`config.mk`:
```
export PLATFORM = sky130hd
export DESIGN_NAME = stride_tick_scheduler_flat
export DESIGN_NICKNAME = d
export VERILOG_FILES = /design/src/sts_pkg.sv /design/src/sts_req_if.sv /design/src/sts_res_if.sv /design/src/sts_ram.sv /design/src/sts_select.sv /design/src/stride_tick_scheduler.sv /design/src/flat_wrapper.sv
export SDC_FILE = /design/constraint.sdc
export NUM_CORES = 2
export LEC_CHECK = 0
export BUFFER_PORTS_ARGS = -buffer_cell sky130_fd_sc_hd__clkbuf_2
export CAP_MARGIN = 20
export CORE_UTILIZATION = 50
export CTS_BUF_LIST = sky130_fd_sc_hd__clkbuf_8
export DETAILED_ROUTE_END_ITERATION = 8
export PLACE_DENSITY = 0.66
export RECOVER_POWER = 100
export SLEW_MARGIN = 20
export SYNTH_ARGS = -nofsm -noshare
export SYNTH_HDL_FRONTEND = slang
export SYNTH_SLANG_ARGS = --single-unit
```
`constraint.sdc`:
```
create_clock -name clk -period 12.6 [get_ports clk]
set_input_delay 1.26 -clock clk [delete_from_list [all_inputs] [get_ports clk]]
set_output_delay 1.26 -clock clk [all_outputs]
set_load 0.01 [all_outputs]
```
`src/sts_pkg.sv`:
```
package sts_pkg;

  localparam int TIME_W  = 16;
  localparam int PASS_W  = 32;
  localparam int SLOT_W  = 4;
  localparam int PCNT_W  = 5;

  localparam logic [TIME_W-1:0] TIME_MAX = {TIME_W{1'b1}};

  // request kinds
  localparam logic REQ_LOAD = 1'b0;
  localparam logic REQ_TICK = 1'b1;

  // one slot as held in the table ram
  typedef struct packed {
    logic [TIME_W-1:0] arrival;
    logic [TIME_W-1:0] service;
    logic [TIME_W-1:0] stride;
    logic [TIME_W-1:0] run;
    logic [PASS_W-1:0] pass;
  } slot_entry_t;

  // sequencer to selector
  typedef struct packed {
    logic              clear;
    logic              check;
    logic [TIME_W-1:0] now;
  } sel_ctl_t;

  typedef enum logic [4:0] {
    ST_IDLE   = 5'b00001,
    ST_SCAN   = 5'b00010,
    ST_DRAIN  = 5'b00100,
    ST_UPDATE = 5'b01000,
    ST_RESULT = 5'b10000
  } seq_state_t;

endpackage

```
`src/sts_req_if.sv`:
```
interface sts_req_if;
  logic                           valid;
  logic                           ready;
  logic                           req_type;
  logic [sts_pkg::SLOT_W-1:0]     slot;
  logic [sts_pkg::TIME_W-1:0]     arrival_time;
  logic [sts_pkg::TIME_W-1:0]     service_time;
  logic [sts_pkg::TIME_W-1:0]     stride_value;

  modport source (
    output valid, req_type, slot, arrival_time, service_time, stride_value,
    input  ready
  );
  modport sink (
    input  valid, req_type, slot, arrival_time, service_time, stride_value,
    output ready
  );
endinterface

```
`src/sts_res_if.sv`:
```
interface sts_res_if;
  logic                           valid;
  logic                           ready;
  logic                           run_valid;
  logic [sts_pkg::SLOT_W-1:0]     run_slot;
  logic [sts_pkg::TIME_W-1:0]     tick_time;
  logic                           all_done;

  modport source (
    output valid, run_valid, run_slot, tick_time, all_done,
    input  ready
  );
  modport sink (
    input  valid, run_valid, run_slot, tick_time, all_done,
    output ready
  );
endinterface

```
`src/sts_ram.sv`:
```
module sts_ram #(
  parameter int WIDTH = 8,
  parameter int DEPTH = 16
) (
  input  logic                     clk,
  input  logic                     we,
  input  logic [$clog2(DEPTH)-1:0] waddr,
  input  logic [WIDTH-1:0]         wdata,
  input  logic [$clog2(DEPTH)-1:0] raddr,
  output logic [WIDTH-1:0]         rdata
);

  logic [WIDTH-1:0] mem [DEPTH];

  always_ff @(posedge clk) begin
    if (we) begin
      mem[waddr] <= wdata;
    end
    rdata <= mem[raddr];
  end

endmodule

```
`src/sts_select.sv`:
```
module sts_select #(
  parameter int MAX_SLOTS = 16
) (
  input  logic                                clk,
  input  logic                                rst,
  input  sts_pkg::sel_ctl_t                   ctl,
  input  logic [$clog2(MAX_SLOTS)-1:0]        chk_idx,
  input  sts_pkg::slot_entry_t                entry,
  output logic                                found,
  output logic [$clog2(MAX_SLOTS)-1:0]        best_idx,
  output sts_pkg::slot_entry_t                best_entry,
  output logic [$clog2(MAX_SLOTS+1)-1:0]      unfin
);

  localparam int CNTW = $clog2(MAX_SLOTS+1);

  logic unfinished;
  logic eligible;
  logic better;

  // the shared compare unit: one slot per cycle while check is set
  always_comb begin
    unfinished = entry.run < entry.service;
    eligible   = unfinished && (entry.arrival <= ctl.now);
    better     = !found || (entry.pass < best_entry.pass);
  end

  always_ff @(posedge clk) begin
    if (rst) begin
      found <= 1'b0;
      unfin <= '0;
    end else if (ctl.clear) begin
      found <= 1'b0;
      unfin <= '0;
    end else if (ctl.check) begin
      if (eligible && better) begin
        found <= 1'b1;
      end
      unfin <= unfin + CNTW'(unfinished);
    end
  end

  always_ff @(posedge clk) begin
    if (ctl.check && eligible && better) begin
      best_idx   <= chk_idx;
      best_entry <= entry;
    end
  end

  // a granted slot was counted as unfinished
  a_grant_unfinished: assert property (@(posedge clk) disable iff (rst)
    found |-> (unfin != '0))
    else $error("grant held with no unfinished slot");

  // a new tick starts from an empty selection
  a_clear_empties: assert property (@(posedge clk) disable iff (rst)
    ctl.clear |=> (!found && unfin == '0))
    else $error("selection not cleared by a new tick");

  // a grant only appears while slots are being checked
  a_grant_from_check: assert property (@(posedge clk) disable iff (rst)
    $rose(found) |-> $past(ctl.check))
    else $error("grant raised outside a check cycle");

endmodule

```
`src/stride_tick_scheduler.sv`:
```
// channel | dir | handshake       | payload
// req     | in  | valid / ready   | req_type, slot, arrival_time, service_time, stride_value
// res     | out | valid / ready   | run_valid, run_slot, tick_time, all_done
// cfg     | in  | cfg_we          | cfg_wdata (process_count)
//
// a load transfer is written to the slot table in the cycle it is taken; ready stays up
// a tick issues one table read per active slot through the single compare unit, then
// passes through a drain, a write-back and a result state
// with no active slot the scan and drain are skipped
// rst (synchronous) clears the sequencer, time, result valid and sets process_count to 1
// a stalled result holds the sequencer in its result state; the table needs no clearing
module stride_tick_scheduler #(
  parameter int MAX_SLOTS = 16
) (
  input  logic                         clk,
  input  logic                         rst,
  input  logic                         cfg_we,
  input  logic [sts_pkg::PCNT_W-1:0]   cfg_wdata,
  sts_req_if.sink                      req,
  sts_res_if.source                    res
);

  localparam int IDXW = $clog2(MAX_SLOTS);
  localparam int CNTW = $clog2(MAX_SLOTS+1);
  localparam int SW   = (IDXW > sts_pkg::SLOT_W) ? IDXW : sts_pkg::SLOT_W;
  localparam int EW   = $bits(sts_pkg::slot_entry_t);

  sts_pkg::seq_state_t state;

  logic [sts_pkg::PCNT_W-1:0] proc_cnt;
  logic [sts_pkg::TIME_W-1:0] cur_time;
  logic [CNTW-1:0]            slot_cnt;
  logic [CNTW-1:0]            slot_cnt_next;
  logic [IDXW-1:0]            idx;
  logic                       chk;
  logic [IDXW-1:0]            chk_idx;
  logic                       done_flag;

  logic                       take;
  logic                       take_load;
  logic                       take_tick;
  logic                       slot_ok;
  logic [SW-1:0]              slot_w;
  logic [SW-1:0]              best_w;
  logic                       last_issue;
  logic                       res_free;

  logic                       ram_we;
  logic [IDXW-1:0]            ram_waddr;
  sts_pkg::slot_entry_t       ram_wdata;
  sts_pkg::slot_entry_t       ram_rdata;
  sts_pkg::slot_entry_t       load_entry;
  sts_pkg::slot_entry_t       upd_entry;

  sts_pkg::sel_ctl_t          sel_ctl;
  logic                       found;
  logic [IDXW-1:0]            best_idx;
  sts_pkg::slot_entry_t       best_entry;
  logic [CNTW-1:0]            unfin;
  logic                       finishing;
  logic [CNTW-1:0]            remaining;

  // handshakes
  assign req.ready = (state == sts_pkg::ST_IDLE);
  assign take      = req.valid && req.ready;
  assign take_load = take && (req.req_type == sts_pkg::REQ_LOAD);
  assign take_tick = take && (req.req_type == sts_pkg::REQ_TICK);
  assign res_free  = !res.valid || res.ready;

  // slots past the table are dropped
  assign slot_w  = SW'(req.slot);
  assign slot_ok = int'(req.slot) < MAX_SLOTS;

  // participating slots, clamped to the table size
  assign slot_cnt_next = (int'(proc_cnt) > MAX_SLOTS) ? CNTW'(MAX_SLOTS) : CNTW'(proc_cnt);

  assign last_issue = (CNTW'(idx) + CNTW'(1)) == slot_cnt;

  always_comb begin
    load_entry         = '0;
    load_entry.arrival = req.arrival_time;
    load_entry.service = req.service_time;
    load_entry.stride  = req.stride_value;
  end

  // granted slot after its run: one more run, stride added to pass (wraps)
  always_comb begin
    upd_entry      = best_entry;
    upd_entry.run  = best_entry.run + 16'd1;
    upd_entry.pass = best_entry.pass + sts_pkg::PASS_W'(best_entry.stride);
  end

  // the granted slot may finish on this run; it was unfinished during the scan
  assign finishing = found && (upd_entry.run == best_entry.service);
  assign remaining = unfin - CNTW'(finishing);

  // one write port: loads while idle, write-back in the update cycle
  always_comb begin
    if (state == sts_pkg::ST_UPDATE) begin
      ram_we    = found;
      ram_waddr = best_idx;
      ram_wdata = upd_entry;
    end else begin
      ram_we    = take_load && slot_ok;
      ram_waddr = slot_w[IDXW-1:0];
      ram_wdata = load_entry;
    end
  end

  sts_ram #(
    .WIDTH (EW),
    .DEPTH (MAX_SLOTS)
  ) u_table (
    .clk   (clk),
    .we    (ram_we),
    .waddr (ram_waddr),
    .wdata (ram_wdata),
    .raddr (idx),
    .rdata (ram_rdata)
  );

  assign sel_ctl.clear = take_tick;
  assign sel_ctl.check = chk;
  assign sel_ctl.now   = cur_time;

  sts_select #(
    .MAX_SLOTS (MAX_SLOTS)
  ) u_select (
    .clk        (clk),
    .rst        (rst),
    .ctl        (sel_ctl),
    .chk_idx    (chk_idx),
    .entry      (ram_rdata),
    .found      (found),
    .best_idx   (best_idx),
    .best_entry (best_entry),
    .unfin      (unfin)
  );

  // configuration register
  always_ff @(posedge clk) begin
    if (rst) begin
      proc_cnt <= sts_pkg::PCNT_W'(1);
    end else if (cfg_we) begin
      proc_cnt <= cfg_wdata;
    end
  end

  // sequencer
  always_ff @(posedge clk) begin
    if (rst) begin
      state    <= sts_pkg::ST_IDLE;
      idx      <= '0;
      chk      <= 1'b0;
      cur_time <= '0;
    end else begin
      chk <= (state == sts_pkg::ST_SCAN);
      case (state)
        sts_pkg::ST_IDLE: begin
          idx <= '0;
          if (take_tick) begin
            if (slot_cnt_next == '0) begin
              state <= sts_pkg::ST_UPDATE;
            end else begin
              state <= sts_pkg::ST_SCAN;
            end
          end
        end
        sts_pkg::ST_SCAN: begin
          if (last_issue) begin
            state <= sts_pkg::ST_DRAIN;
          end else begin
            idx <= idx + IDXW'(1);
          end
        end
        sts_pkg::ST_DRAIN: begin
          state <= sts_pkg::ST_UPDATE;
        end
        sts_pkg::ST_UPDATE: begin
          state <= sts_pkg::ST_RESULT;
        end
        sts_pkg::ST_RESULT: begin
          if (res_free) begin
            state <= sts_pkg::ST_IDLE;
            if (cur_time != sts_pkg::TIME_MAX) begin
              cur_time <= cur_time + sts_pkg::TIME_W'(1);
            end
          end
        end
        default: begin
          state <= sts_pkg::ST_IDLE;
        end
      endcase
    end
  end

  // per-tick working registers
  always_ff @(posedge clk) begin
    chk_idx <= idx;
    if (take_tick) begin
      slot_cnt <= slot_cnt_next;
    end
    if (state == sts_pkg::ST_UPDATE) begin
      done_flag <= (remaining == '0);
    end
  end

  // result register
  assign best_w = SW'(best_idx);

  always_ff @(posedge clk) begin
    if (rst) begin
      res.valid <= 1'b0;
    end else if (state == sts_pkg::ST_RESULT && res_free) begin
      res.valid <= 1'b1;
    end else if (res.ready) begin
      res.valid <= 1'b0;
    end
  end

  always_ff @(posedge clk) begin
    if (state == sts_pkg::ST_RESULT && res_free) begin
      res.run_valid <= found;
      res.run_slot  <= found ? best_w[sts_pkg::SLOT_W-1:0] : '0;
      res.tick_time <= cur_time;
      res.all_done  <= done_flag;
    end
  end

  // write-back and scan never overlap a load
  a_write_when_quiet: assert property (@(posedge clk) disable iff (rst)
    ram_we |-> (state == sts_pkg::ST_IDLE || state == sts_pkg::ST_UPDATE))
    else $error("table written during scan");

  // an empty process set never grants
  a_empty_no_grant: assert property (@(posedge clk) disable iff (rst)
    (state == sts_pkg::ST_RESULT && slot_cnt == '0) |-> !found)
    else $error("grant with no participating slot");

  // scan index stays inside the participating slots
  a_idx_range: assert property (@(posedge clk) disable iff (rst)
    (state == sts_pkg::ST_SCAN) |-> (CNTW'(idx) < slot_cnt))
    else $error("scan index past process count");

  // time holds once saturated
  a_time_sat: assert property (@(posedge clk) disable iff (rst)
    (!$past(rst) && $past(cur_time) == sts_pkg::TIME_MAX) |-> cur_time == sts_pkg::TIME_MAX)
    else $error("time counter wrapped");

  // a transfer on the result side only follows a completed tick
  a_result_from_tick: assert property (@(posedge clk) disable iff (rst)
    $rose(res.valid) |-> $past(state == sts_pkg::ST_RESULT))
    else $error("result raised outside result state");

endmodule

```
`src/flat_wrapper.sv`:
```
// flat-port wrapper written by rule: the top's interface ports become plain ports
module stride_tick_scheduler_flat 
#(
  parameter int MAX_SLOTS = 16
)
  (clk, rst, cfg_we, cfg_wdata, req_valid, req_req_type, req_slot, req_arrival_time, req_service_time, req_stride_value, req_ready, res_valid, res_run_valid, res_run_slot, res_tick_time, res_all_done, res_ready);
  sts_req_if req_i ();
  sts_res_if res_i ();
  input  logic clk;
  input  logic rst;
  input  logic cfg_we;
  input  logic [sts_pkg::PCNT_W-1:0] cfg_wdata;
  input wire logic [$bits(req_i.valid)-1:0] req_valid;
  input wire logic [$bits(req_i.req_type)-1:0] req_req_type;
  input wire logic [$bits(req_i.slot)-1:0] req_slot;
  input wire logic [$bits(req_i.arrival_time)-1:0] req_arrival_time;
  input wire logic [$bits(req_i.service_time)-1:0] req_service_time;
  input wire logic [$bits(req_i.stride_value)-1:0] req_stride_value;
  output wire logic [$bits(req_i.ready)-1:0] req_ready;
  output wire logic [$bits(res_i.valid)-1:0] res_valid;
  output wire logic [$bits(res_i.run_valid)-1:0] res_run_valid;
  output wire logic [$bits(res_i.run_slot)-1:0] res_run_slot;
  output wire logic [$bits(res_i.tick_time)-1:0] res_tick_time;
  output wire logic [$bits(res_i.all_done)-1:0] res_all_done;
  input wire logic [$bits(res_i.ready)-1:0] res_ready;
  assign req_i.valid = req_valid;
  assign req_i.req_type = req_req_type;
  assign req_i.slot = req_slot;
  assign req_i.arrival_time = req_arrival_time;
  assign req_i.service_time = req_service_time;
  assign req_i.stride_value = req_stride_value;
  assign req_ready = req_i.ready;
  assign res_valid = res_i.valid;
  assign res_run_valid = res_i.run_valid;
  assign res_run_slot = res_i.run_slot;
  assign res_tick_time = res_i.tick_time;
  assign res_all_done = res_i.all_done;
  assign res_i.ready = res_ready;
  stride_tick_scheduler #(.MAX_SLOTS(MAX_SLOTS)) u_core (.clk(clk), .rst(rst), .cfg_we(cfg_we), .cfg_wdata(cfg_wdata), .req(req_i), .res(res_i));
endmodule
```
==> metrics.md <==
| Metric | Value |
|---|---|
| First-pass GRT wire length | `around 240 mm` |
| CTS tree | `done` |
| Max-cap violations | `34` |
| DR WL/cell | `28.9 um` |
| Fmax | `0.119 GHz` |
| CTS hold repair buffers | `0` |
| Placed inst area | `between 70000 and 80000 sq um` |
| Power density over cell area | `157 nW/um^2` |
| Synth top area cells | `edfxtp_1 (72%), mux4_2 (16%), dfxtp_1 (4.0%)` |
| R2R setup slack | `roughly 4.2 ns` |
| Layout area overhead | `11.8%` |
| Core Region | `around 140000 sq um` |
| Outcome | `finished, violations left` |
| Clock Latency Late Sink | `approximately 0.97 ns` |
| Syn avg cell area | `about 21 sq um` |
| Maximum fanout along the worst path | `56` |
| DR iter-0 viols | `slightly above 4k` |
| Vias per cell | `6.06` |
| Initial core utilization | `50.5%` |
| Crit. End Element | `flip-flop` |
| FF+latch count, synth | `about 1.8k` |
| Failing checks | `capacitance limit, slew limit` |
| Maximum vdd ir drop | `0.105 mV` |
| Gr usage total | `between 20% and 30%` |
| # IOs | `a little under 90` |
| Initial antenna violation count | `8` |
| Design Area, Final | `roughly 80000 sq um` |
| Post-synthesis cell type count | `77` |
| Cts bufs inserted | `~300` |
| CTS root buf | `clkbuf_8` |
| Crit path launch type | `flip-flop` |
| Worst-Margin Slew | `between 5 and 6 ns` |
| Postcts setup bufs | `0` |
| Period utilisation layout | `between 60% and 70%` |
| Arrival @ worst endpoint | `roughly 9.0 ns` |
| Total clock sinks | `roughly 1.8k` |
| Hpwl dp | `a little over 90 mm` |
| Slowest stage delay, CP | `2.06 ns` |
| Clock Skews | `approximately 0.082 ns` |
| Layout net count | `around 3.8k` |
| DIE AREA | `about 140000 sq um` |
| Filler instances | `roughly 10k` |
| Post-Syn Area | `about 70000 sq um` |
| Async set or reset register ratio after synthesis | `0%` |
| Predominant post-synthesis flop cell | `edfxtp_1` |
| EDFF count, synth | `between 1.5k and 2k` |
| Req. time, crit path | `approximately 13 ns` |
| Largest net degree at the start of global routing | `130` |
| Leak | `between 0.02 and 0.03 uW` |
| Crit path time final | `8.40 ns` |
| Worst-path clk slew | `around 0.060 ns` |
| Max Slew Vio Count | `1106` |
| DRC | `0` |
| Slowest stage cell, crit path | `clkbuf_1` |
| RSZ-0062 raised after global routing | `false` |
| Post-synthesis sequential area ratio | `75.7%` |
| Detail Route Antenna Nets | `0` |
| Setup violations, final | `0` |
| Slew headroom | `-236%` |
| Vias | `34.1k` |
| Post-CTS Resized | `0` |
| Post-route setup slack | `4.20 ns` |
| Final hold vios | `0` |
| Sequence of cells on the critical path | `nor3_1 -> nand2_1 -> or2_4 -> clkinvlp_2 -> mux2i_1 -> nand2b_1 -> nor2_1 -> clkbuf_1 -> buf_4` |
| Post-synth top area share | `slightly above 70%` |
| Clk buf depth | `4` |
| Hold WC Path Type | `flip-flop to flip-flop` |
| GPL Wtd Cong | `between 0.8 and 0.9` |
| Num rows | `136` |
| Total global routing overflow | `0` |
| Hold slack final | `around 0.40 ns` |
| Commonest cells in the netlist | `edfxtp_1 (1664), mux4_2 (480), nand2_1 (192)` |
| Post-Layout Cell Count | `~5.6k` |
| Die H | `375 um` |
| Vias in the first global route | `34.3k` |
| Top-count cell post-synth | `edfxtp_1` |
| Place WS | `~7.5 ns` |
| Die W | `375 um` |
| Post-Syn Instances | `roughly 3.3k` |
| Port bufs | `86` |
| TNS Setup | `0 ns` |
| H-tree depth | `5` |
| Drt pass-1 iters | `6` |
| YS warnings | `0` |
| Share of layout cells above drive strength 1 | `25.6%` |
| Placed cell count | `roughly 5.1k` |
| Synthesized Nets | `about 3.4k` |
| Final Routed Wirelength | `~160 mm` |
| Area leader, netlist | `edfxtp_1` |
| Kind of critical path | `flip-flop to flip-flop` |
## logic make-up after synthesis
logic type,after synthesis,synth area share [%]
xor gates and xnor gates,60,0.774
adders and majority gates,85,1.54
buffers and inverters,222,1.37
muxes,493,15.7
and+or+nand+nor,456,3.08
AOI/OAI and AO/OA,180,1.82
DFF,1802,75.7
## power breakdown
part,internal [uW],switching [uW],leakage (uW),total (uW)
Sequential,6620,61.7,0.0173,6680
Clock,2700,2250,0.00333,4950
Combinational,236,340,0.00546,576
Total,9550,2650,0.0261,12200
## sequential cells by signal (all words and copies together), names as in the netlist
signal and count:
u_core.u_table.mem 1536, u_core.u_select.best_entry 96, u_core.u_table.rdata 96, u_core.cur_time 16, u_core.res.tick_time 16, u_core.proc_cnt 5
u_core.slot_cnt 5, u_core.state 5, u_core.u_select.unfin 5, u_core.chk_idx 4, u_core.idx 4, u_core.res.run_slot 4
u_core.u_select.best_idx 4, u_core.chk 1, u_core.done_flag 1, u_core.res.all_done 1, u_core.res.run_valid 1, u_core.res.valid 1
u_core.u_select.found 1
## path summary, 6_finish.rpt
path | startpoint | to | cells after the start
max | u_core.state[0] | u_core.u_table.mem[10][57] | 9
min | u_core.chk_idx[3] | u_core.u_select.best_idx[3] | 0
max reg2reg | u_core.state[0] | u_core.u_table.mem[10][57] | 9
min reg2reg | u_core.chk_idx[3] | u_core.u_select.best_idx[3] | 0
## final cells by class
| class | instances | area (sq um) | share of cell area (%) |
|---|---|---|---|
| diodes | 4 | 10.0 | 0.0129 |
| clock buffers | 343 | 4720 | 6.06 |
| inverters | 77 | 290 | 0.373 |
| multi-input cells | 1274 | 16000 | 20.5 |
| flip-flops and latches | 1802 | 52700 | 67.7 |
| repair buffers | 152 | 852 | 1.09 |
| well taps | 1794 | 2240 | 2.88 |
| clock inverters | 184 | 1040 | 1.34 |
## worst max-delay path, delay by kind of cell (launching register included)
family        cells  cell delay, ns
flops             1            0.43
mux               1            0.83
simple gates      5            1.96
buf+inv           3            4.72
## routing by layer
layer	GRT usage, %	vias up	wire length, um
met5	0	-	7
met2	34.3	1448	74100
li1	-	14249	-
met3	5.00	232	13500
met4	6.85	2	3320
met1	35.7	18207	72000
## through the flow
step	util, %	power (uW)
after floorplan	-	7190
after detailed placement	52.5	7390
after CTS	56.7	12300
after global placement	52.5	7380
after global routing	56.5	12600
final	56.5	12200
## cells in the final DEF (no fill, tap or decap), drive strengths merged, types with 7 or more instances in the layout
| master | count |
|---|---|
| a211oi | 7 |
| a21o | 22 |
| a21oi | 46 |
| a31oi | 11 |
| and2 | 8 |
| and3 | 15 |
| buf | 34 |
| bufinv | 11 |
| clkbuf | 461 |
| clkinv | 58 |
| clkinvlp | 8 |
| dfxtp | 138 |
| edfxtp | 1664 |
| ha | 84 |
| inv | 184 |
| mux2i | 12 |
| mux4 | 480 |
| nand2 | 192 |
| nand2b | 13 |
| nand3 | 41 |
| nand4 | 24 |
| nor2 | 91 |
| nor2b | 9 |
| nor3 | 23 |
| nor3b | 7 |
| nor4 | 13 |
| o211ai | 10 |
| o21a | 12 |
| o21ai | 23 |
| o311ai | 7 |
| or3 | 7 |
| xnor2 | 41 |
| xor2 | 18 |
Note: power is estimated with default switching activity, not from simulation.
